<file path="src/rtl/core/mpeg_audio_header_finder_assert.svh">
// assertion macros for the mpeg audio header finder
// used by the rtl files that carry concurrent checks; no other dependencies
`ifndef MPEG_AUDIO_HEADER_FINDER_ASSERT_SVH
`define MPEG_AUDIO_HEADER_FINDER_ASSERT_SVH

`ifndef SYNTHESIS

// same-cycle implication
`define MAFH_ASSERT_IMPLY(name, clk, rst_n, ante, cons, msg) \
	name: assert property (@(posedge clk) disable iff (!rst_n) (ante) |-> (cons)) else $error(msg);

// next-cycle implication
`define MAFH_ASSERT_NEXT(name, clk, rst_n, ante, cons, msg) \
	name: assert property (@(posedge clk) disable iff (!rst_n) (ante) |=> (cons)) else $error(msg);

`else

`define MAFH_ASSERT_IMPLY(name, clk, rst_n, ante, cons, msg)

`define MAFH_ASSERT_NEXT(name, clk, rst_n, ante, cons, msg)

`endif

`endif

</file>
<file path="src/rtl/core/mafh_pkg.sv">
// shared types, codes and lookup tables for the mpeg audio header finder
// no dependencies
`default_nettype none

package mafh_pkg;

	localparam int POSITION_BITS_DEF = 16;
	localparam int OFFSET_BITS = 16;

	// result status codes
	localparam logic [2:0] ST_OK           = 3'd0;
	localparam logic [2:0] ST_NO_SYNC      = 3'd1;
	localparam logic [2:0] ST_RESERVED_VER = 3'd2;
	localparam logic [2:0] ST_BAD_LAYER    = 3'd3;
	localparam logic [2:0] ST_OGG          = 3'd4;

	// version codes as reported
	localparam logic [1:0] VER_MPEG1  = 2'd0;
	localparam logic [1:0] VER_MPEG2  = 2'd1;
	localparam logic [1:0] VER_MPEG25 = 2'd2;

	// raw version field values
	localparam logic [1:0] VBITS_MPEG25   = 2'd0;
	localparam logic [1:0] VBITS_RESERVED = 2'd1;
	localparam logic [1:0] VBITS_MPEG2    = 2'd2;
	localparam logic [1:0] VBITS_MPEG1    = 2'd3;

	localparam logic [1:0] LBITS_RESERVED = 2'd0;
	localparam logic [1:0] MODE_MONO      = 2'd3;

	localparam logic [7:0] SYNC_BYTE = 8'hFF;
	localparam logic [2:0] SYNC_TOP  = 3'b111;

	typedef enum logic {
		PH_DONE,
		PH_SEARCH
	} phase_t;

	typedef struct packed {
		logic [7:0] data_byte;
		logic       first_byte;
		logic       last_byte;
	} in_item_t;

	typedef struct packed {
		logic [2:0]             status;
		logic [8:0]             bitrate_kbps;
		logic [15:0]            sample_rate_hz;
		logic [1:0]             version_code;
		logic [1:0]             layer_number;
		logic [1:0]             channel_mode;
		logic [1:0]             mode_extension;
		logic [1:0]             channel_count;
		logic                   crc_protected;
		logic                   padding_flag;
		logic [1:0]             emphasis_code;
		logic [OFFSET_BITS-1:0] header_offset;
	} out_item_t;

	// bitrate in kbit/s: [lsf][layer-1][index]
	localparam logic [8:0] RATE_TBL [2][3][16] = '{
		'{
			'{9'd0, 9'd32, 9'd64, 9'd96, 9'd128, 9'd160, 9'd192, 9'd224,
				9'd256, 9'd288, 9'd320, 9'd352, 9'd384, 9'd416, 9'd448, 9'd0},
			'{9'd0, 9'd32, 9'd48, 9'd56, 9'd64, 9'd80, 9'd96, 9'd112,
				9'd128, 9'd160, 9'd192, 9'd224, 9'd256, 9'd320, 9'd384, 9'd0},
			'{9'd0, 9'd32, 9'd40, 9'd48, 9'd56, 9'd64, 9'd80, 9'd96,
				9'd112, 9'd128, 9'd160, 9'd192, 9'd224, 9'd256, 9'd320, 9'd0}
		},
		'{
			'{9'd0, 9'd32, 9'd48, 9'd56, 9'd64, 9'd80, 9'd96, 9'd112,
				9'd128, 9'd144, 9'd160, 9'd176, 9'd192, 9'd224, 9'd256, 9'd0},
			'{9'd0, 9'd8, 9'd16, 9'd24, 9'd32, 9'd40, 9'd48, 9'd56,
				9'd64, 9'd80, 9'd96, 9'd112, 9'd128, 9'd144, 9'd160, 9'd0},
			'{9'd0, 9'd8, 9'd16, 9'd24, 9'd32, 9'd40, 9'd48, 9'd56,
				9'd64, 9'd80, 9'd96, 9'd112, 9'd128, 9'd144, 9'd160, 9'd0}
		}
	};

	// sample rate in Hz: [version][index]
	localparam logic [15:0] FREQ_TBL [3][4] = '{
		'{16'd44100, 16'd48000, 16'd32000, 16'd0},
		'{16'd22050, 16'd24000, 16'd16000, 16'd0},
		'{16'd11025, 16'd12000, 16'd8000,  16'd0}
	};

	// leading bytes of an ogg page
	localparam logic [7:0] OGG_SIG [4] = '{8'h4F, 8'h67, 8'h67, 8'h53};

	function automatic logic [8:0] rate_kbps(input logic lsf, input logic [1:0] layer,
		input logic [3:0] idx);
		logic [8:0] r;
		r = '0;
		if (layer != 2'd0) begin
			r = RATE_TBL[lsf][2'(layer - 2'd1)][idx];
		end
		return r;
	endfunction

	function automatic logic [15:0] freq_lookup(input logic [1:0] ver, input logic [1:0] idx);
		logic [15:0] r;
		r = '0;
		if (ver != 2'd3) begin
			r = FREQ_TBL[ver][idx];
		end
		return r;
	endfunction

endpackage

`default_nettype wire

</file>
<file path="src/rtl/core/mafh_decode.sv">
// decodes the three bytes that follow a frame's 0xFF sync byte into result fields
// depends on mafh_pkg
`default_nettype none

module mafh_decode
	import mafh_pkg::*;
(
	input  wire logic [7:0] hdr_b1,
	input  wire logic [7:0] hdr_b2,
	input  wire logic [7:0] hdr_b3,
	output out_item_t       fields
);

	logic [1:0] vbits;
	logic [1:0] lbits;
	logic [1:0] ver;
	logic [1:0] layer;
	logic [8:0] kbps;
	logic [1:0] mode;

	assign vbits = hdr_b1[4:3];
	assign lbits = hdr_b1[2:1];
	assign mode  = hdr_b3[7:6];

	always_comb begin
		case (vbits)
			VBITS_MPEG1: ver = VER_MPEG1;
			VBITS_MPEG2: ver = VER_MPEG2;
			default:     ver = VER_MPEG25;
		endcase
	end

	// layer field counts down: 3 is layer one
	assign layer = 2'(3'd4 - {1'b0, lbits});
	assign kbps  = rate_kbps(ver != VER_MPEG1, layer, hdr_b2[7:4]);

	always_comb begin
		fields = '0;
		if (vbits == VBITS_RESERVED) begin
			fields.status = ST_RESERVED_VER;
		end else if (lbits == LBITS_RESERVED || kbps == 9'd0) begin
			fields.status = ST_BAD_LAYER;
		end else begin
			fields.status         = ST_OK;
			fields.bitrate_kbps   = kbps;
			fields.sample_rate_hz = freq_lookup(ver, hdr_b2[3:2]);
			fields.version_code   = ver;
			fields.layer_number   = layer;
			fields.channel_mode   = mode;
			fields.mode_extension = hdr_b3[5:4];
			fields.channel_count  = (mode == MODE_MONO) ? 2'd1 : 2'd2;
			fields.crc_protected  = ~hdr_b1[0];
			fields.padding_flag   = hdr_b2[1];
			fields.emphasis_code  = hdr_b3[1:0];
		end
	end

endmodule

`default_nettype wire

</file>
<file path="src/rtl/core/mafh_scan.sv">
// search state: byte window, position, ogg match and phase; judges one byte per step
// depends on mafh_pkg and mafh_decode
`default_nettype none

module mafh_scan
	import mafh_pkg::*;
#(
	parameter int POSITION_BITS = POSITION_BITS_DEF
) (
	input  wire logic      clk,
	input  wire logic      arst_n,
	input  wire logic      step,
	input  wire in_item_t  item,
	output logic           res_valid,
	output out_item_t      res
);

	localparam logic [POSITION_BITS-1:0] POS_MAX = {POSITION_BITS{1'b1}};

	logic [23:0]              window_q;
	logic [POSITION_BITS-1:0] pos_q;
	logic                     ogg_q;
	phase_t                   phase_q;

	logic [23:0]              window_e;
	logic [POSITION_BITS-1:0] pos_e;
	logic                     ogg_e;
	phase_t                   phase_e;
	phase_t                   phase_d;

	logic                     active;
	logic                     ogg_now;
	logic                     is_ogg;
	logic                     is_sync;
	logic [POSITION_BITS-1:0] pos_m3;
	logic [OFFSET_BITS-1:0]   offset;
	out_item_t                dec;

	// a first byte restarts the search before it is judged
	assign window_e = item.first_byte ? 24'd0 : window_q;
	assign pos_e    = item.first_byte ? '0 : pos_q;
	assign ogg_e    = item.first_byte ? 1'b1 : ogg_q;
	assign phase_e  = item.first_byte ? PH_SEARCH : phase_q;
	assign active   = step && (phase_e == PH_SEARCH);

	always_comb begin
		ogg_now = ogg_e;
		if (pos_e < POSITION_BITS'(4) && item.data_byte != OGG_SIG[pos_e[1:0]]) begin
			ogg_now = 1'b0;
		end
	end

	assign is_ogg  = (pos_e == POSITION_BITS'(3)) && ogg_now;
	assign is_sync = (pos_e >= POSITION_BITS'(3)) && (window_e[23:16] == SYNC_BYTE)
		&& (window_e[15:13] == SYNC_TOP);

	mafh_decode u_decode (
		.hdr_b1 (window_e[15:8]),
		.hdr_b2 (window_e[7:0]),
		.hdr_b3 (item.data_byte),
		.fields (dec)
	);

	assign pos_m3 = pos_e - POSITION_BITS'(3);

	// sync offset saturates, and pins high once the position counter has saturated
	generate
		if (POSITION_BITS > OFFSET_BITS) begin : g_wide_pos
			assign offset = (pos_e == POS_MAX || (|pos_m3[POSITION_BITS-1:OFFSET_BITS]))
				? '1 : pos_m3[OFFSET_BITS-1:0];
		end else begin : g_narrow_pos
			assign offset = (pos_e == POS_MAX) ? '1 : OFFSET_BITS'(pos_m3);
		end
	endgenerate

	// next phase
	always_comb begin
		phase_d = phase_q;
		if (step) begin
			phase_d = res_valid ? PH_DONE : phase_e;
		end
	end

	// result
	always_comb begin
		res_valid = 1'b0;
		res       = '0;
		if (active) begin
			if (is_ogg) begin
				res_valid  = 1'b1;
				res.status = ST_OGG;
			end else if (is_sync) begin
				res_valid         = 1'b1;
				res               = dec;
				res.header_offset = offset;
			end else if (item.last_byte) begin
				res_valid  = 1'b1;
				res.status = ST_NO_SYNC;
			end
		end
	end

	always_ff @(posedge clk or negedge arst_n) begin
		if (!arst_n) begin
			window_q <= '0;
			pos_q    <= '0;
			ogg_q    <= 1'b1;
			phase_q  <= PH_DONE;
		end else begin
			phase_q <= phase_d;
			if (active) begin
				window_q <= {window_e[15:0], item.data_byte};
				ogg_q    <= ogg_now;
				pos_q    <= (pos_e == POS_MAX) ? pos_e : pos_e + POSITION_BITS'(1);
			end
		end
	end

endmodule

`default_nettype wire

</file>
<file path="src/rtl/core/mpeg_audio_header_finder.sv">
// MPEG audio frame header finder. Bytes of a buffer enter on the byte channel, one
// request per cycle, with first_byte marking the start of each buffer; exactly one
// result per buffer leaves on the header channel: an Ogg rejection on the fourth byte,
// the decoded header on the fourth byte of the first header with an 11-bit sync, or "no sync" on
// last_byte. Bytes after the result and before the next first_byte are dropped.
// Each byte passes through an input register and then one judging step into the
// result register, so a result is registered in the result register when its deciding
// byte is judged; the sustained rate is one byte per cycle, held back only while a result
// waits unaccepted in the result register and a byte sits in the input register.
// top level; depends on mafh_pkg, mafh_scan, mafh_decode and the assertion macro header
`default_nettype none

`include "mpeg_audio_header_finder_assert.svh"

module mpeg_audio_header_finder
	import mafh_pkg::*;
#(
	parameter int POSITION_BITS = POSITION_BITS_DEF
) (
	input  wire logic      clk,
	input  wire logic      arst_n,
	input  wire logic      byte_valid,
	output logic           byte_ready,
	input  wire in_item_t  byte_item,
	output logic           header_valid,
	input  wire logic      header_ready,
	output out_item_t      header_item
);

	logic      valid_s1;
	in_item_t  item_s1;
	logic      out_valid_q;
	out_item_t out_q;
	logic      advance;
	logic      step;
	logic      res_valid;
	out_item_t res;

	// result register is free or is being taken this cycle
	assign advance    = !out_valid_q || header_ready;
	assign byte_ready = !valid_s1 || advance;
	assign step       = valid_s1 && advance;

	always_ff @(posedge clk or negedge arst_n) begin
		if (!arst_n) begin
			valid_s1 <= 1'b0;
		end else if (byte_ready) begin
			valid_s1 <= byte_valid;
		end
	end

	always_ff @(posedge clk) begin
		if (byte_ready) begin
			item_s1 <= byte_item;
		end
	end

	mafh_scan #(
		.POSITION_BITS (POSITION_BITS)
	) u_scan (
		.clk       (clk),
		.arst_n    (arst_n),
		.step      (step),
		.item      (item_s1),
		.res_valid (res_valid),
		.res       (res)
	);

	always_ff @(posedge clk or negedge arst_n) begin
		if (!arst_n) begin
			out_valid_q <= 1'b0;
		end else if (advance) begin
			out_valid_q <= step && res_valid;
		end
	end

	always_ff @(posedge clk) begin
		if (advance) begin
			out_q <= res;
		end
	end

	assign header_valid = out_valid_q;
	assign header_item  = out_q;

	`MAFH_ASSERT_IMPLY(a_ready_when_empty, clk, arst_n, !header_valid, byte_ready, "byte channel stalled with empty result register")
	`MAFH_ASSERT_NEXT(a_s1_held, clk, arst_n, valid_s1 && !advance, valid_s1, "stalled byte lost from input register")
	`MAFH_ASSERT_IMPLY(a_ogg_clean, clk, arst_n, header_valid && header_item.status == ST_OGG, header_item.bitrate_kbps == 9'd0 && header_item.header_offset == '0, "ogg result carries header fields")
	`MAFH_ASSERT_IMPLY(a_ok_fields, clk, arst_n, header_valid && header_item.status == ST_OK, header_item.layer_number != 2'd0 && header_item.bitrate_kbps != 9'd0, "ok result without layer or bitrate")

endmodule

`default_nettype wire
</file>
<file path="config.mk">
export PLATFORM = sky130hd
export DESIGN_NAME = mpeg_audio_header_finder
export DESIGN_NICKNAME = d
export VERILOG_FILES = /design/src/rtl/core/mafh_pkg.sv /design/src/rtl/core/mafh_decode.sv /design/src/rtl/core/mafh_scan.sv /design/src/rtl/core/mpeg_audio_header_finder.sv
export VERILOG_INCLUDE_DIRS = /design/src /design/src/rtl/core
export SDC_FILE = /design/constraint.sdc
export NUM_CORES = 1
export LEC_CHECK = 0
export BUFFER_PORTS_ARGS = -buffer_cell sky130_fd_sc_hd__buf_2
export CORE_ASPECT_RATIO = 0.75
export CORE_MARGIN = 2
export CORE_UTILIZATION = 63
export CTS_CLUSTER_SIZE = 24
export DETAILED_ROUTE_END_ITERATION = 6
export GPL_ROUTABILITY_DRIVEN = 0
export MAX_ROUTING_LAYER = met4
export PLACE_DENSITY = 0.86
export SYNTH_ARGS = -nofsm -noshare
export SYNTH_HDL_FRONTEND = slang
export SYNTH_SLANG_ARGS = --single-unit
</file>
<file path="constraint.sdc">
create_clock -name clk -period 7.55 [get_ports clk]
set_clock_uncertainty 0.05 [all_clocks]
set_input_delay 0.3775 -clock clk [delete_from_list [all_inputs] [get_ports clk]]
set_output_delay 0.3775 -clock clk [all_outputs]
set_load 0.01 [all_outputs]
</file>
Yosys cells after proc, flatten, opt, wreduce, memory -nomap -nowiden
Cells that the tools add are included.
{"block": "word_totals", "romBits": 0, "ram_bits": 0, "input_bits": 14, "mem_count": 0, "output_inout_bits": 60, "wordCells": 112, "regBits": 112, "latchBits": 0}
{"block": "classes", "n_div": 0, "n_eq_ne": 10, "n_mux": 38, "n_lt_le_gt_ge": 8, "reduce_logical": 20, "n_addsub": 4, "n_mul": 0, "shift": 0, "n_bitwise": 10}
{"operator": "$mux 432", "count": 2}
{"operator": "$mux 412", "count": 1}
{"operator": "$bmux 144 s2", "count": 1}
{"operator": "$mux 144", "count": 2}
{"operator": "$bmux 64 s2", "count": 1}
{"operator": "$mux 64", "count": 2}
{"operator": "$mux 16", "count": 5}
{"operator": "$bmux 9 s4", "count": 1}
{"operator": "$bmux 16 s2", "count": 1}
{"operator": "$mux 9", "count": 3}
{"operator": "$mux 24", "count": 1}
{"operator": "$add 16x1->16 const B", "count": 1}
{"operator": "$bmux 8 s2", "count": 1}
{"operator": "$eq 16x16->1 const B", "count": 1}
{"operator": "$eq 16x2->1 const B", "count": 1}
{"operator": "$ge 16x2->1 const B", "count": 1}
{"operator": "$lt 16x3->1 const B", "count": 1}
{"operator": "$mux 8", "count": 2}
{"operator": "$sub 16x2->16 const B", "count": 1}
{"operator": "$ge 3x3->1 const B", "count": 4}
{"operator": "$not 2->3", "count": 4}
{"operator": "$logic_not 9->1", "count": 1}
{"operator": "$mux 1", "count": 9}
{"operator": "$mux 3", "count": 3}
{"operator": "24 further kinds", "count": 40}

Depth between registers and ports, before layout
Gate-level depths: netlist (run 1).
{"block": "depth", "word_depth": 21, "depth_mapped": 14, "ltp_nobuf": 11}

Modules after synthesis
Synthesis (run 1) repeated with hierarchy kept, for this count alone.
{"block": "hier_totals", "cells_unflattened": 638, "hier_area_um2": 6508.7}
{"mod": "mafh_scan", "seq_area_each_um2": 1052.3, "area_per_inst_um2": 2936.6, "cells_each": 343, "instances": 1}
{"mod": "mpeg_audio_header_finder", "seq_area_each_um2": 2092.0, "area_per_inst_um2": 2138.3, "cells_each": 77, "instances": 1}
{"mod": "mafh_decode", "seq_area_each_um2": 0.0, "area_per_inst_um2": 1433.9, "cells_each": 218, "instances": 1}

Least setup slack after synthesis (run 1)
No wires, ideal clock.
{"block": "synth_timing", "path_kind": "input -> register", "startpoint": "in header_ready", "endpoint": "reg out_q, in the netlist header_item[42] (data pin)", "setup_ns": 0.158, "cell_stages": 8, "slack_ns": 4.012, "required_ns": 7.342, "path_buffers": 1, "t_arrival_ns": 3.330, "cell_sequence": "nand2b_1 -> nand2_1 -> nor2_1 -> o211ai_2 -> nor3_2 -> o31ai_4 -> buf_6 -> a211oi_2"}
{"block": "synth_between", "elab_chain_len": 5}
{"item": "from (decl)", "line_no": "mpeg_audio_header_finder.sv:26", "source": "input wire logic header_ready,"}
{"item": "$logic_or 1x1->1", "line_no": "mpeg_audio_header_finder.sv:40", "source": "assign advance = !out_valid_q || header_ready;"}
{"item": "$logic_and 1x1->1", "line_no": "mpeg_audio_header_finder.sv:42", "source": "assign step = valid_s1 && advance;"}
{"item": "$logic_and 1x1->1", "line_no": "mafh_scan.sv:44", "source": "assign active = step && (phase_e == PH_SEARCH);"}
{"item": "$not 1->1 (no source line)"}
{"item": "$reduce_or 6->1 (no source line)"}
{"item": "to (signal assigned)", "line_no": "mpeg_audio_header_finder.sv:79", "source": "out_q <= res;"}
{"item": "to (decl)", "line_no": "mpeg_audio_header_finder.sv:33", "source": "out_item_t out_q;"}
No other way between the ends.
A chain may end at the register's enable or synchronous reset.

Worst setup path in the final report (run 1)
{"block": "layout_timing", "startpoint": "reg item_s1[1] (netlist bit)", "endpoint": "reg out_q, in the netlist header_item[32] (data pin)"}
{"block": "layout_between", "elab_chain_len": 18, "elab_cells_between_ends": 57, "classes_between": "2 x add/sub; 2 x order compare; 8 x eq/ne; 25 x mux; 9 x bitwise; 11 x reduce/logical"}
{"item": "from (decl)", "line_no": "mpeg_audio_header_finder.sv:31", "source": "in_item_t item_s1;"}
{"item": "from (signal assigned)", "line_no": "mpeg_audio_header_finder.sv:54", "source": "item_s1 <= byte_item;"}
{"item": "$mux 24", "line_no": "mafh_scan.sv:40", "source": "assign window_e = item.first_byte ? 24'd0 : window_q;"}
{"item": "$eq 2x2->1", "line_no": "mafh_decode.sv:26", "source": "case (vbits)"}
{"item": "$pmux 2 s2", "line_no": "mafh_decode.sv:26"}
{"item": "$reduce_bool 2->1", "line_no": "mafh_decode.sv:35", "source": "assign kbps = rate_kbps(ver != VER_MPEG1, layer, hdr_b2[7:4]);"}
{"item": "$not 1->2 (implied by the code)", "line_no": "mafh_pkg.sv:95", "source": "r = RATE_TBL[lsf][2'(layer - 2'd1)][idx];"}
{"item": "$mux 412 (implied by the code)", "line_no": "mafh_pkg.sv:95"}
{"item": "$mux 432 (implied by the code) (2 in a row)", "line_no": "mafh_pkg.sv:95"}
{"item": "$bmux 144 s2", "line_no": "mafh_pkg.sv:95"}
{"item": "$mux 144 (implied by the code) (2 in a row)", "line_no": "mafh_pkg.sv:95"}
{"item": "$bmux 9 s4", "line_no": "mafh_pkg.sv:95"}
{"item": "$mux 9 (implied by the code) (2 in a row)", "line_no": "mafh_pkg.sv:95"}
{"item": "$mux 9", "line_no": "mafh_pkg.sv:94", "source": "if (layer != 2'd0) begin"}
{"item": "$logic_not 9->1", "line_no": "mafh_decode.sv:41", "source": "end else if (lbits == LBITS_RESERVED || kbps == 9'd0) begin"}
{"item": "$logic_or 1x1->1", "line_no": "mafh_decode.sv:41"}
{"item": "$reduce_or 6->1 (no source line)"}
Parallel ways exist; a longest one is shown, timed or not. The select of a mux whose other input is x is not followed.

==> run_summary.xml, run 1 <==
<?xml version="1.0" encoding="UTF-8"?>
<metrics>
  <group name="cts">
    <metric name="cts_buffer_depth" unit="">2</metric>
    <metric name="h-tree-depth" unit="">3</metric>
    <metric name="worst_setup_hold_path_clk_slew" unit="ns">0.07</metric>
    <metric name="post_cts.resized_instances" unit="">0</metric>
    <metric name="cts_tree" unit="">done</metric>
    <metric name="clock_sinks" unit="">107</metric>
    <metric name="clk-insertion-delay-late" unit="ns">0.35</metric>
    <metric name="cts.repair_timing.setup_buffer_count" unit="">0</metric>
    <metric name="cts_made_buffers" unit="">9</metric>
    <metric name="cts-root-buf" unit="">sky130_fd_sc_hd__clkbuf_16</metric>
    <metric name="holdBufCountCts" unit="">0</metric>
  </group>
  <group name="timing">
    <metric name="final.min_clock_period" unit="ns">4.20</metric>
    <metric name="period_utilization_post_route" unit="%">55.6</metric>
    <metric name="final-hold-violation-count" unit="">0</metric>
    <metric name="relSlewSlack" unit="%">31.7</metric>
    <metric name="rsz0062_at_grt" unit="">no</metric>
    <metric name="fmax" unit="MHz">238</metric>
    <metric name="timing.final.max_slew_violations" unit="">0</metric>
    <metric name="worst_pin_slew" unit="ns">1.02</metric>
    <metric name="setup_total_negative_slack" unit="ns">0</metric>
    <metric name="report.final.setup_viol" unit="">0</metric>
  </group>
  <group name="floorplanning">
    <metric name="chipWidth" unit="um">115</metric>
    <metric name="fp.dieH" unit="um">87.6</metric>
    <metric name="die_area" unit="um^2">10100</metric>
    <metric name="placeableCoreArea" unit="um^2">9050</metric>
    <metric name="floorplan.initialDensity" unit="%">64.9</metric>
    <metric name="ioPinCount" unit="">74</metric>
    <metric name="rows" unit="">30</metric>
  </group>
  <group name="worst_setup_path">
    <metric name="cp_data_required_time" unit="ns">7.65</metric>
    <metric name="critical_path.reg2reg.endpoint" unit="">header_item[32]</metric>
    <metric name="ff2ff_setup_slack" unit="ns">3.35</metric>
    <metric name="r2r.worst_path.cells" unit="">11</metric>
    <metric name="worst_r2r_startpoint" unit="">item_s1[1]</metric>
    <metric name="timing.critical_path.to" unit="">header_item[32]</metric>
    <metric name="path_class" unit="">flip-flop to flip-flop</metric>
    <metric name="critPathLaunchType" unit="">flip-flop</metric>
    <metric name="first_element_of_the_critical_path" unit="">item_s1[1]</metric>
    <metric name="cp_max_fo" unit="">28</metric>
    <metric name="end_kind" unit="">flip-flop</metric>
    <metric name="worst_ep_arrival_time" unit="ns">4.30</metric>
  </group>
  <group name="routing">
    <metric name="drcViolationCount" unit="">0</metric>
    <metric name="routed-via-count" unit="">4881</metric>
    <metric name="drt_iter0_drc" unit="">647</metric>
    <metric name="postRouteAntennaNets" unit="">0</metric>
    <metric name="wire_per_inst" unit="um">19.1</metric>
    <metric name="wirelength" unit="mm">14.5</metric>
    <metric name="drtPass1Iterations" unit="">6</metric>
    <metric name="detail_route.vias_per_cell" unit="">6.41</metric>
  </group>
  <group name="layout">
    <metric name="drive_above_1_share" unit="%">17.5</metric>
    <metric name="insertedDiodeCount" unit="">0</metric>
    <metric name="mostFrequentLayoutCells" unit="">sky130_fd_sc_hd__buf_2, sky130_fd_sc_hd__edfxtp_1, sky130_fd_sc_hd__nand2_1, sky130_fd_sc_hd__nor2_1, sky130_fd_sc_hd__dfrtp_1</metric>
    <metric name="fillerInstances" unit="">646</metric>
    <metric name="layout_commonest_cell" unit="">sky130_fd_sc_hd__buf_2</metric>
    <metric name="number_of_nets_in_the_finished_design" unit="">655</metric>
    <metric name="synthesis_to_layout_area_growth" unit="%">11.6</metric>
  </group>
  <group name="grt">
    <metric name="grt_first_pass_wirelength" unit="mm">23.6</metric>
    <metric name="grt-ovfl-total" unit="">0</metric>
    <metric name="grt_start_max_net_pins" unit="">57</metric>
    <metric name="grt_antenna_before_repair" unit="">0</metric>
    <metric name="grt.total_usage" unit="%">31.1</metric>
    <metric name="grt_pass1_vias" unit="">4568</metric>
  </group>
  <group name="power_and_ir_drop">
    <metric name="total_power" unit="W">0.00180</metric>
    <metric name="p_leak" unit="nW">2.86</metric>
    <metric name="ir_drop" unit="mV">0.170</metric>
    <metric name="power_density" unit="nW/um^2">275</metric>
  </group>
  <group name="logic_synthesis">
    <metric name="synth_area_per_cell" unit="um^2">10.0</metric>
    <metric name="syn-cell-area" unit="um^2">5870</metric>
    <metric name="yosys_register_bits" unit="">107</metric>
    <metric name="ys.warnings.count" unit="">0</metric>
    <metric name="async_flop_share" unit="%">41.1</metric>
    <metric name="synth-seq-area-share" unit="%">51.0</metric>
    <metric name="synthDistinctLibCells" unit="">69</metric>
    <metric name="number_of_instances_in_the_synthesized_netlist" unit="">585</metric>
    <metric name="synth_flop_cell" unit="">sky130_fd_sc_hd__edfxtp_1</metric>
    <metric name="edff_count_synth" unit="">63</metric>
  </group>
  <group name="outcome">
    <metric name="run_status" unit="">completed</metric>
  </group>
  <group name="flow_run">
    <metric name="drv_cap" unit="">0</metric>
  </group>
  <group name="placement">
    <metric name="detailed_place_hpwl" unit="mm">9.76</metric>
    <metric name="io_buffers" unit="">69</metric>
  </group>
  <group name="hold_path">
    <metric name="worst_hold_path_type" unit="">primary input to asynchronous set/reset pin</metric>
  </group>
</metrics>
## metrics by stage
| stage | setup slack [ns] | hold WS, ns | cell area (um^2) | utilization [%] | std cells |
|---|---|---|---|---|---|
| 2_1_floorplan | 4.01 | 0.0319 | 5880 | - | 588 |
| 3_3_place_gp | 3.85 | 0.409 | 6190 | 68.4 | 745 |
| 3_5_place_dp | 3.55 | 0.432 | 6190 | 68.4 | 745 |
| 4_1_cts | 3.46 | 0.152 | 6550 | 72.4 | 761 |
| 5_1_grt | 3.06 | 0.144 | 6550 | 72.4 | 761 |
| 6_report | 3.35 | 0.156 | 6550 | 72.4 | 761 |
## layout make-up
class / count / area (um^2) / area share, %
sequential: 107 / 2990 / 45.7
multi-input combinational: 420 / 2600 / 39.7
timing repair buffer: 72 / 368 / 5.62
clock buffer: 11 / 233 / 3.55
tap: 128 / 160 / 2.45
clock inverter: 5 / 128 / 1.95
inverter: 18 / 67.6 / 1.03
## per-layer routing
metal / global-route usage [%] / wire [um]
met5: - / 0
met4: 8.00 / 242
met3: 7.47 / 1900
met2: 44.7 / 6230
met1: 44.9 / 6140
## worst max-delay path: stages (launching register included)
cell and delay, ns:
sky130_fd_sc_hd__edfxtp_1 0.41, sky130_fd_sc_hd__inv_2 0.42, sky130_fd_sc_hd__nand2_1 0.16, sky130_fd_sc_hd__inv_1 0.16
sky130_fd_sc_hd__ha_1 0.47, sky130_fd_sc_hd__xor2_1 0.20, sky130_fd_sc_hd__nor3_1 0.08, sky130_fd_sc_hd__o2111ai_1 0.20
sky130_fd_sc_hd__o211ai_2 0.46, sky130_fd_sc_hd__nor3_2 0.62, sky130_fd_sc_hd__o31ai_4 0.37, sky130_fd_sc_hd__nor4b_1 0.38
## sequential cells by signal, indices dropped and copies added, names as in the netlist
| name | flops |
|---|---|
| header_item | 53 |
| header_valid | 1 |
| item_s1 | 10 |
| u_scan.ogg_q | 1 |
| u_scan.phase_q | 1 |
| u_scan.pos_q | 16 |
| u_scan.window_q | 24 |
| valid_s1 | 1 |
## synth_stat cells, drive strengths merged, types with 10 or more instances
| cell | count | area [um^2] |
|---|---|---|
| xor2 | 13 | 114 |
| a21oi | 34 | 170 |
| dfrtp | 43 | 1080 |
| nor2b | 14 | 87.6 |
| inv | 18 | 67.6 |
| xnor2 | 10 | 87.6 |
| nand3 | 13 | 65.1 |
| o21ai | 30 | 150 |
| clkbuf | 25 | 96.3 |
| and3 | 13 | 81.3 |
| nor2 | 53 | 199 |
| ha | 13 | 163 |
| nor3 | 23 | 135 |
| edfxtp | 63 | 1890 |
| nor4 | 11 | 68.8 |
| nand2 | 61 | 229 |
| nand2b | 17 | 106 |
| buf | 18 | 128 |
## worst min path at each step
stage	startpoint	endpoint	slack (ns)	cells past startpoint
after floorplan	arst_n	header_valid	0.03	0
after global placement	u_scan.ogg_q	u_scan.ogg_q	0.41	2
after detailed placement	u_scan.window_q[14]	u_scan.window_q[14]	0.43	2
after CTS	byte_item[7]	item_s1[7]	0.15	1
after global routing	byte_item[4]	item_s1[4]	0.14	1
final	arst_n	u_scan.pos_q[15]	0.16	1
## cells by family (layout without fill, tap and decap cells)
group,Yosys count,in the layout,synth area share (%)
AO/OA/AOI/OAI,129,129,14.8
XOR/XNOR,23,23,3.43
adder cells (fa/ha/maj),13,13,2.77
buffers and inverters,61,106,4.97
flip-flops,107,107,51.0
multiplexers,13,13,2.39
other,1,4,0.0639
AND/OR/NAND/NOR,238,238,20.5
## power by group
group	switching (W)	internal, W	total, W
registers	0.000120	0.000698	0.000818
logic	0.000265	0.000163	0.000428
clock network	0.000199	0.000358	0.000557
Note: power is estimated with default switching activity, not from simulation.
==> inputs of run 2 (changes only) <==
--- a/config.mk
+++ b/config.mk
@@ -6,15 +6,16 @@
 export SDC_FILE = /design/constraint.sdc
 export NUM_CORES = 1
 export LEC_CHECK = 0
+export ABC_AREA = 1
 export BUFFER_PORTS_ARGS = -buffer_cell sky130_fd_sc_hd__buf_2
 export CORE_ASPECT_RATIO = 0.75
 export CORE_MARGIN = 2
-export CORE_UTILIZATION = 63
+export CORE_UTILIZATION = 53
 export CTS_CLUSTER_SIZE = 24
 export DETAILED_ROUTE_END_ITERATION = 6
 export GPL_ROUTABILITY_DRIVEN = 0
 export MAX_ROUTING_LAYER = met4
-export PLACE_DENSITY = 0.86
+export PLACE_DENSITY = 0.77
 export SYNTH_ARGS = -nofsm -noshare
 export SYNTH_HDL_FRONTEND = slang
 export SYNTH_SLANG_ARGS = --single-unit
==> constraint.sdc (replaced) <==
create_clock -name clk -period 3.8 [get_ports clk]
set_clock_uncertainty 0.05 [all_clocks]
set_input_delay 0.19 -clock clk [delete_from_list [all_inputs] [get_ports clk]]
set_output_delay 0.19 -clock clk [all_outputs]
set_load 0.01 [all_outputs]
==> run_summary.xml, run 2 <==
<?xml version="1.0" encoding="UTF-8"?>
<metrics>
  <group name="hold_path">
    <metric name="hp_start" unit="">header_ready</metric>
    <metric name="worst_hold_path_type" unit="">primary input to flip-flop</metric>
  </group>
  <group name="layout">
    <metric name="layout_commonest_cell" unit="">sky130_fd_sc_hd__nand2_1</metric>
    <metric name="largest_reg_flops" unit="">53</metric>
    <metric name="synthesis_to_layout_area_growth" unit="%">13.6</metric>
    <metric name="post-route-cell-area" unit="um^2">6780</metric>
    <metric name="fillerInstances" unit="">906</metric>
    <metric name="insertedDiodeCount" unit="">0</metric>
    <metric name="layout.core_utilization" unit="%">62.0</metric>
    <metric name="drive_above_1_share" unit="%">18.8</metric>
    <metric name="mostFrequentLayoutCells" unit="">sky130_fd_sc_hd__nand2_1, sky130_fd_sc_hd__nor2_1, sky130_fd_sc_hd__inv_1, sky130_fd_sc_hd__buf_2, sky130_fd_sc_hd__edfxtp_1</metric>
    <metric name="number_of_nets_in_the_finished_design" unit="">794</metric>
  </group>
  <group name="timing">
    <metric name="report.final.setup_viol" unit="">0</metric>
    <metric name="final.min_clock_period" unit="ns">3.32</metric>
    <metric name="rsz0062_at_grt" unit="">no</metric>
    <metric name="timing.final.max_slew_violations" unit="">0</metric>
    <metric name="final-hold-violation-count" unit="">0</metric>
    <metric name="setup_total_negative_slack" unit="ns">0</metric>
    <metric name="worst_pin_slew" unit="ns">1.02</metric>
    <metric name="fmax" unit="MHz">301</metric>
    <metric name="relSlewSlack" unit="%">32.0</metric>
    <metric name="period_utilization_post_route" unit="%">87.4</metric>
  </group>
  <group name="logic_synthesis">
    <metric name="ys.warnings.count" unit="">0</metric>
    <metric name="netlist.area_leader.share" unit="%">31.7</metric>
    <metric name="synthMostInstantiatedCell" unit="">sky130_fd_sc_hd__nand2_1</metric>
    <metric name="synth_area_per_cell" unit="um^2">8.65</metric>
    <metric name="syn-cell-area" unit="um^2">5970</metric>
    <metric name="synth_flop_cell" unit="">sky130_fd_sc_hd__edfxtp_1</metric>
    <metric name="number_of_instances_in_the_synthesized_netlist" unit="">690</metric>
    <metric name="synth.cells.most_frequent" unit="">sky130_fd_sc_hd__nand2_1, sky130_fd_sc_hd__nor2_1, sky130_fd_sc_hd__inv_1</metric>
    <metric name="synth_top_cells_by_area" unit="">sky130_fd_sc_hd__edfxtp_1, sky130_fd_sc_hd__dfrtp_1, sky130_fd_sc_hd__nand2_1, sky130_fd_sc_hd__nor2_1, sky130_fd_sc_hd__inv_1</metric>
    <metric name="edff_count_synth" unit="">63</metric>
    <metric name="async_flop_share" unit="%">41.1</metric>
    <metric name="synth-seq-area-share" unit="%">50.2</metric>
    <metric name="most_area_hungry_cell_type_in_the_yosys_netlist" unit="">sky130_fd_sc_hd__edfxtp_1</metric>
    <metric name="yosys_register_bits" unit="">107</metric>
    <metric name="synthDistinctLibCells" unit="">44</metric>
  </group>
  <group name="cts">
    <metric name="cts_buffer_depth" unit="">2</metric>
    <metric name="worst_setup_hold_path_clk_slew" unit="ns">0.07</metric>
    <metric name="h-tree-depth" unit="">3</metric>
    <metric name="cts-root-buf" unit="">sky130_fd_sc_hd__clkbuf_16</metric>
    <metric name="cts_made_buffers" unit="">9</metric>
    <metric name="clock_sinks" unit="">107</metric>
    <metric name="cts_tree" unit="">done</metric>
    <metric name="clk-insertion-delay-late" unit="ns">0.35</metric>
  </group>
  <group name="worst_setup_path">
    <metric name="worst-path-stages" unit="">16</metric>
    <metric name="critical_path.reg2reg.endpoint" unit="">header_item[22]</metric>
    <metric name="timing.critical_path.cells" unit="">buf_4, nor2_1, ha_1, inv_1, nand2_2, nand2_1, o21ai_0, nand2_1, nand2_1, nand2_1, nand2_1, inv_1, nand3_2, nand4_4, buf_4, nor2_1</metric>
    <metric name="critPathLaunchType" unit="">flip-flop</metric>
    <metric name="path_common_cell" unit="">sky130_fd_sc_hd__nand2_1</metric>
    <metric name="first_element_of_the_critical_path" unit="">item_s1[1]</metric>
    <metric name="worst_r2r_startpoint" unit="">item_s1[1]</metric>
    <metric name="path_class" unit="">flip-flop to flip-flop</metric>
    <metric name="cp_data_required_time" unit="ns">3.96</metric>
    <metric name="critical-path-max-stage-delay" unit="ns">0.52</metric>
    <metric name="end_kind" unit="">flip-flop</metric>
    <metric name="ff2ff_setup_slack" unit="ns">0.48</metric>
    <metric name="worst-path-buf-inv" unit="">4</metric>
    <metric name="r2r.worst_path.cells" unit="">16</metric>
    <metric name="critPathSlowestCell" unit="">sky130_fd_sc_hd__edfxtp_1</metric>
    <metric name="cp_max_fo" unit="">23</metric>
    <metric name="cpLargestDelayFamily" unit="">simple AND/OR/NAND/NOR gates</metric>
    <metric name="timing.critical_path.to" unit="">header_item[22]</metric>
    <metric name="worst_ep_arrival_time" unit="ns">3.48</metric>
  </group>
  <group name="routing">
    <metric name="drtPass1Iterations" unit="">5</metric>
    <metric name="postRouteAntennaNets" unit="">0</metric>
    <metric name="drcViolationCount" unit="">0</metric>
    <metric name="detail_route.vias_per_cell" unit="">5.43</metric>
    <metric name="drt_iter0_drc" unit="">541</metric>
    <metric name="wire_per_inst" unit="um">15.1</metric>
    <metric name="routed-via-count" unit="">4953</metric>
    <metric name="wirelength" unit="mm">13.8</metric>
  </group>
  <group name="grt">
    <metric name="grt_antenna_before_repair" unit="">0</metric>
    <metric name="grt_pass1_vias" unit="">4532</metric>
    <metric name="grt-ovfl-total" unit="">0</metric>
    <metric name="grt.total_usage" unit="%">24.2</metric>
    <metric name="grt_first_pass_wirelength" unit="mm">22.5</metric>
    <metric name="grt_start_max_net_pins" unit="">48</metric>
  </group>
  <group name="placement">
    <metric name="detailed_place_hpwl" unit="mm">9.90</metric>
    <metric name="post_dp_cell_area" unit="um^2">6360</metric>
    <metric name="io_buffers" unit="">69</metric>
  </group>
  <group name="floorplanning">
    <metric name="rows" unit="">33</metric>
    <metric name="floorplan.initialDensity" unit="%">54.5</metric>
    <metric name="chipWidth" unit="um">127</metric>
    <metric name="ioPinCount" unit="">74</metric>
    <metric name="die_area" unit="um^2">12100</metric>
    <metric name="placeableCoreArea" unit="um^2">10900</metric>
    <metric name="fp.dieH" unit="um">95.9</metric>
  </group>
  <group name="power_and_ir_drop">
    <metric name="ir_drop" unit="mV">0.304</metric>
    <metric name="p_leak" unit="nW">3.27</metric>
    <metric name="power_density" unit="nW/um^2">477</metric>
    <metric name="total_power" unit="W">0.00323</metric>
  </group>
  <group name="outcome">
    <metric name="run_status" unit="">completed</metric>
  </group>
  <group name="flow_run">
    <metric name="drv_cap" unit="">0</metric>
  </group>
</metrics>
## run 2: worst min-delay path by stage
stage | to | slack (ns) | depth (start not counted)
after global routing | u_scan.phase_q | 0.44 | 4
final | u_scan.phase_q | 0.38 | 4
after CTS | u_scan.phase_q | 0.37 | 4
after detailed placement | item_s1[2] | 0.32 | 1
after global placement | item_s1[4] | 0.32 | 1
after floorplan | header_valid | -0.16 | 0
## run 2: cells by family after synthesis
logic type	count (synthesis)	synth area share (%)
DFF	107	50.2
AOI/OAI and AO/OA	91	8.24
adders and majority gates	13	2.73
and+or+nand+nor	348	27.7
buffers and inverters	116	9.02
other	1	0.0629
xor gates and xnor gates	14	2.06
## run 2: worst reg2reg max path, delay by kind of cell (launching register included)
family                   cells  cell delay [ns]
buffers and inverters        4             0.74
adder cells (fa/ha/maj)      1             0.24
AND/OR/NAND/NOR             10             1.45
flip-flops                   1             0.52
AO/OA/AOI/OAI                1             0.18
## run 2: timing repair
item,4_1_cts,5_1_grt
gates resized for setup,0,0
setup buffers,0,0
hold endpoints to repair,39,0
hold buffers,12,0
## run 2: layout make-up
class / count / area (um^2) / share of cell area (%)
inverter: 92 / 345 / 5.09
clock inverter: 5 / 60.1 / 0.886
multi-input combinational: 470 / 2450 / 36.2
sequential: 107 / 2990 / 44.2
clock buffer: 11 / 243 / 3.58
tap: 140 / 175 / 2.58
timing repair buffer: 87 / 510 / 7.53
## run 2: through the flow
stage | cells | hold slack [ns] | setup WS, ns
finish | 912 | 0.382 | 0.479
global route | 912 | 0.435 | 0.194
CTS | 912 | 0.373 | 0.534
detailed placement | 884 | 0.319 | 0.553
global placement | 884 | 0.317 | 0.746
floorplan | 693 | -0.156 | 1.06
## run 2: layer usage
layer  up-vias  GRT usage [%]  wire length [um]
met2       264           35.0              5730
met1      2258           35.0              6460
met5         -              -                 0
met4         0           5.68               223
li1       2405              -                 -
met3        26           5.50              1380
## run 2: report_power, final
group	internal [W]	switching (W)	leakage (nW)
Sequential	0.00138	0.000106	1.30
Combinational	0.000246	0.000550	1.82
Clock	0.000533	0.000417	0.148
Total	0.00216	0.00107	3.27
==> inputs of run 3 (changes only) <==
==> constraint.sdc (replaced) <==
create_clock -name clk -period 2.85 [get_ports clk]
set_clock_uncertainty 0.05 [all_clocks]
set_input_delay 0.1425 -clock clk [delete_from_list [all_inputs] [get_ports clk]]
set_output_delay 0.1425 -clock clk [all_outputs]
set_load 0.01 [all_outputs]
==> run_summary.xml, run 3 (synthesized netlist as in run 2, its figures left out) <==
<?xml version="1.0" encoding="UTF-8"?>
<metrics>
  <group name="timing">
    <metric name="worst_pin_slew" unit="ns">0.977</metric>
    <metric name="final-hold-violation-count" unit="">0</metric>
    <metric name="final.min_clock_period" unit="ns">2.84</metric>
    <metric name="period_utilization_post_route" unit="%">99.7</metric>
    <metric name="fmax" unit="MHz">352</metric>
    <metric name="relSlewSlack" unit="%">34.8</metric>
    <metric name="setup_total_negative_slack" unit="ns">0</metric>
    <metric name="report.final.setup_viol" unit="">0</metric>
    <metric name="timing.final.max_slew_violations" unit="">0</metric>
  </group>
  <group name="routing">
    <metric name="drcViolationCount" unit="">0</metric>
    <metric name="detail_route.vias_per_cell" unit="">5.55</metric>
    <metric name="wire_per_inst" unit="um">15.9</metric>
    <metric name="drtPass1Iterations" unit="">6</metric>
    <metric name="routed-via-count" unit="">5259</metric>
    <metric name="postRouteAntennaNets" unit="">0</metric>
    <metric name="wirelength" unit="mm">15.1</metric>
    <metric name="drt_iter0_drc" unit="">622</metric>
  </group>
  <group name="floorplanning">
    <metric name="floorplan.initialDensity" unit="%">54.5</metric>
    <metric name="placeableCoreArea" unit="um^2">10900</metric>
    <metric name="chipWidth" unit="um">127</metric>
    <metric name="ioPinCount" unit="">74</metric>
    <metric name="rows" unit="">33</metric>
    <metric name="die_area" unit="um^2">12100</metric>
    <metric name="fp.dieH" unit="um">95.9</metric>
  </group>
  <group name="layout">
    <metric name="synthesis_to_layout_area_growth" unit="%">22.3</metric>
    <metric name="layout.core_utilization" unit="%">66.7</metric>
    <metric name="insertedDiodeCount" unit="">0</metric>
    <metric name="largest_reg_flops" unit="">53</metric>
    <metric name="layout_commonest_cell" unit="">sky130_fd_sc_hd__nand2_1</metric>
    <metric name="fillerInstances" unit="">826</metric>
    <metric name="drive_above_1_share" unit="%">25.8</metric>
    <metric name="number_of_nets_in_the_finished_design" unit="">829</metric>
    <metric name="mostFrequentLayoutCells" unit="">sky130_fd_sc_hd__nand2_1, sky130_fd_sc_hd__nor2_1, sky130_fd_sc_hd__inv_1, sky130_fd_sc_hd__buf_2, sky130_fd_sc_hd__edfxtp_1</metric>
  </group>
  <group name="worst_setup_path">
    <metric name="end_kind" unit="">flip-flop</metric>
    <metric name="first_element_of_the_critical_path" unit="">item_s1[1]</metric>
    <metric name="ff2ff_setup_slack" unit="ns">0.009</metric>
    <metric name="timing.critical_path.cells" unit="">buf_12, buf_4, nor2_4, buf_12, clkinvlp_4, o21ai_0, a21oi_1, nand2_1, nand2_2, inv_1, nand3_4, nand4_4, clkbuf_16, nor2_1</metric>
    <metric name="r2r.worst_path.cells" unit="">14</metric>
    <metric name="critPathLaunchType" unit="">flip-flop</metric>
    <metric name="cp_data_required_time" unit="ns">2.91</metric>
    <metric name="critical_path.reg2reg.endpoint" unit="">header_item[37]</metric>
    <metric name="worst_ep_arrival_time" unit="ns">2.90</metric>
    <metric name="path_common_cell" unit="">sky130_fd_sc_hd__buf_12</metric>
    <metric name="worst_r2r_startpoint" unit="">item_s1[1]</metric>
    <metric name="critical-path-max-stage-delay" unit="ns">0.51</metric>
    <metric name="path_class" unit="">flip-flop to flip-flop</metric>
    <metric name="cp_max_fo" unit="">10</metric>
    <metric name="timing.critical_path.to" unit="">header_item[37]</metric>
    <metric name="critPathSlowestCell" unit="">sky130_fd_sc_hd__edfxtp_1</metric>
  </group>
  <group name="grt">
    <metric name="grt_pass1_vias" unit="">4649</metric>
    <metric name="grt-ovfl-total" unit="">0</metric>
    <metric name="grt_start_max_net_pins" unit="">47</metric>
    <metric name="grt_first_pass_wirelength" unit="mm">23.1</metric>
    <metric name="grt.total_usage" unit="%">25.1</metric>
    <metric name="grt_antenna_before_repair" unit="">0</metric>
  </group>
  <group name="cts">
    <metric name="cts-root-buf" unit="">sky130_fd_sc_hd__clkbuf_16</metric>
    <metric name="cts_tree" unit="">done</metric>
    <metric name="worst_setup_hold_path_clk_slew" unit="ns">0.08</metric>
    <metric name="cts_buffer_depth" unit="">2</metric>
    <metric name="h-tree-depth" unit="">3</metric>
    <metric name="cts_made_buffers" unit="">9</metric>
    <metric name="clk-insertion-delay-late" unit="ns">0.36</metric>
    <metric name="clock_sinks" unit="">107</metric>
  </group>
  <group name="power_and_ir_drop">
    <metric name="power_density" unit="nW/um^2">613</metric>
    <metric name="ir_drop" unit="mV">0.429</metric>
    <metric name="p_leak" unit="nW">3.49</metric>
  </group>
  <group name="placement">
    <metric name="io_buffers" unit="">69</metric>
    <metric name="detailed_place_hpwl" unit="mm">10.1</metric>
  </group>
  <group name="flow_run">
    <metric name="drv_cap" unit="">0</metric>
  </group>
  <group name="hold_path">
    <metric name="worst_hold_path_type" unit="">primary input to flip-flop</metric>
  </group>
  <group name="outcome">
    <metric name="run_status" unit="">completed</metric>
  </group>
</metrics>
run 3: worst max-delay path: cells and delay by family, from the launching register on:
kind / cells / cell delay (ns)
flops: 1 / 0.51
buf+inv: 6 / 0.92
compound gates: 2 / 0.42
simple gates: 6 / 0.69
run 3: area by class of cell:
class	count	area [um^2]	area share, %
repair buffers	121	870	11.9
well taps	140	175	2.40
clock buffers	9	225	3.09
flip-flops and latches	107	3000	41.1
clock inverters	7	61.3	0.841
inverters	92	355	4.87
repair inverters	1	7.51	0.103
multi-input cells	470	2600	35.7
run 3: layer usage:
layer / track usage [%] / share of wire, % / routed length (um) / up-vias
li1: - / - / - / 2480
met5: - / 0 / 0 / -
met1: 34.9 / 43 / 6550 / 2426
met4: 5.95 / 1.8 / 265 / 0
met3: 7.34 / 11 / 1650 / 29
met2: 36.6 / 44 / 6640 / 324
run 3: per-stage QoR:
stage	hold slack, ns	power [W]	instances	setup WS (ns)	instance area, um^2
3_3_place_gp	0.269	0.00303	893	-0.0970	6450
6_report	0.296	0.00447	947	0.00935	7290
2_1_floorplan	-0.203	0.00275	693	0.106	5980
5_1_grt	0.332	0.00469	947	-0.103	7290
3_5_place_dp	0.271	0.00307	893	-0.0871	6450
4_1_cts	0.292	0.00429	921	0.0151	6870
run 3: worst min-delay path by stage:
stage	from	endpoint	slack, ns	depth (start not counted)
3_3_place_gp	byte_item[4]	item_s1[4]	0.27	1
3_5_place_dp	byte_item[5]	item_s1[5]	0.27	1
4_1_cts	header_ready	header_valid	0.29	4
6_report	header_ready	header_valid	0.30	4
2_1_floorplan	arst_n	header_valid	-0.20	0
5_1_grt	header_ready	u_scan.phase_q	0.33	4
run 3: repair_timing:
| action | 4_1_cts | 5_1_grt |
|---|---|---|
| pin swaps | 0 | 8 |
| setup endpoints to repair | 47 | 56 |
| cloned | 0 | 3 |
| buffers inserted | 0 | 23 |
| endpoints found under the hold margin | 54 | 0 |
| gates resized for setup | 4 | 46 |
| hold buffers | 12 | 0 |
run 3: power by group:
group / total (W) / leakage, nW / internal [W] / switching, W
Clock: 0.00121 / 0.140 / 0.000610 / 0.000604
Sequential: 0.00198 / 1.30 / 0.00184 / 0.000138
Combinational: 0.00127 / 2.05 / 0.000438 / 0.000835
Total: 0.00447 / 3.49 / 0.00289 / 0.00158
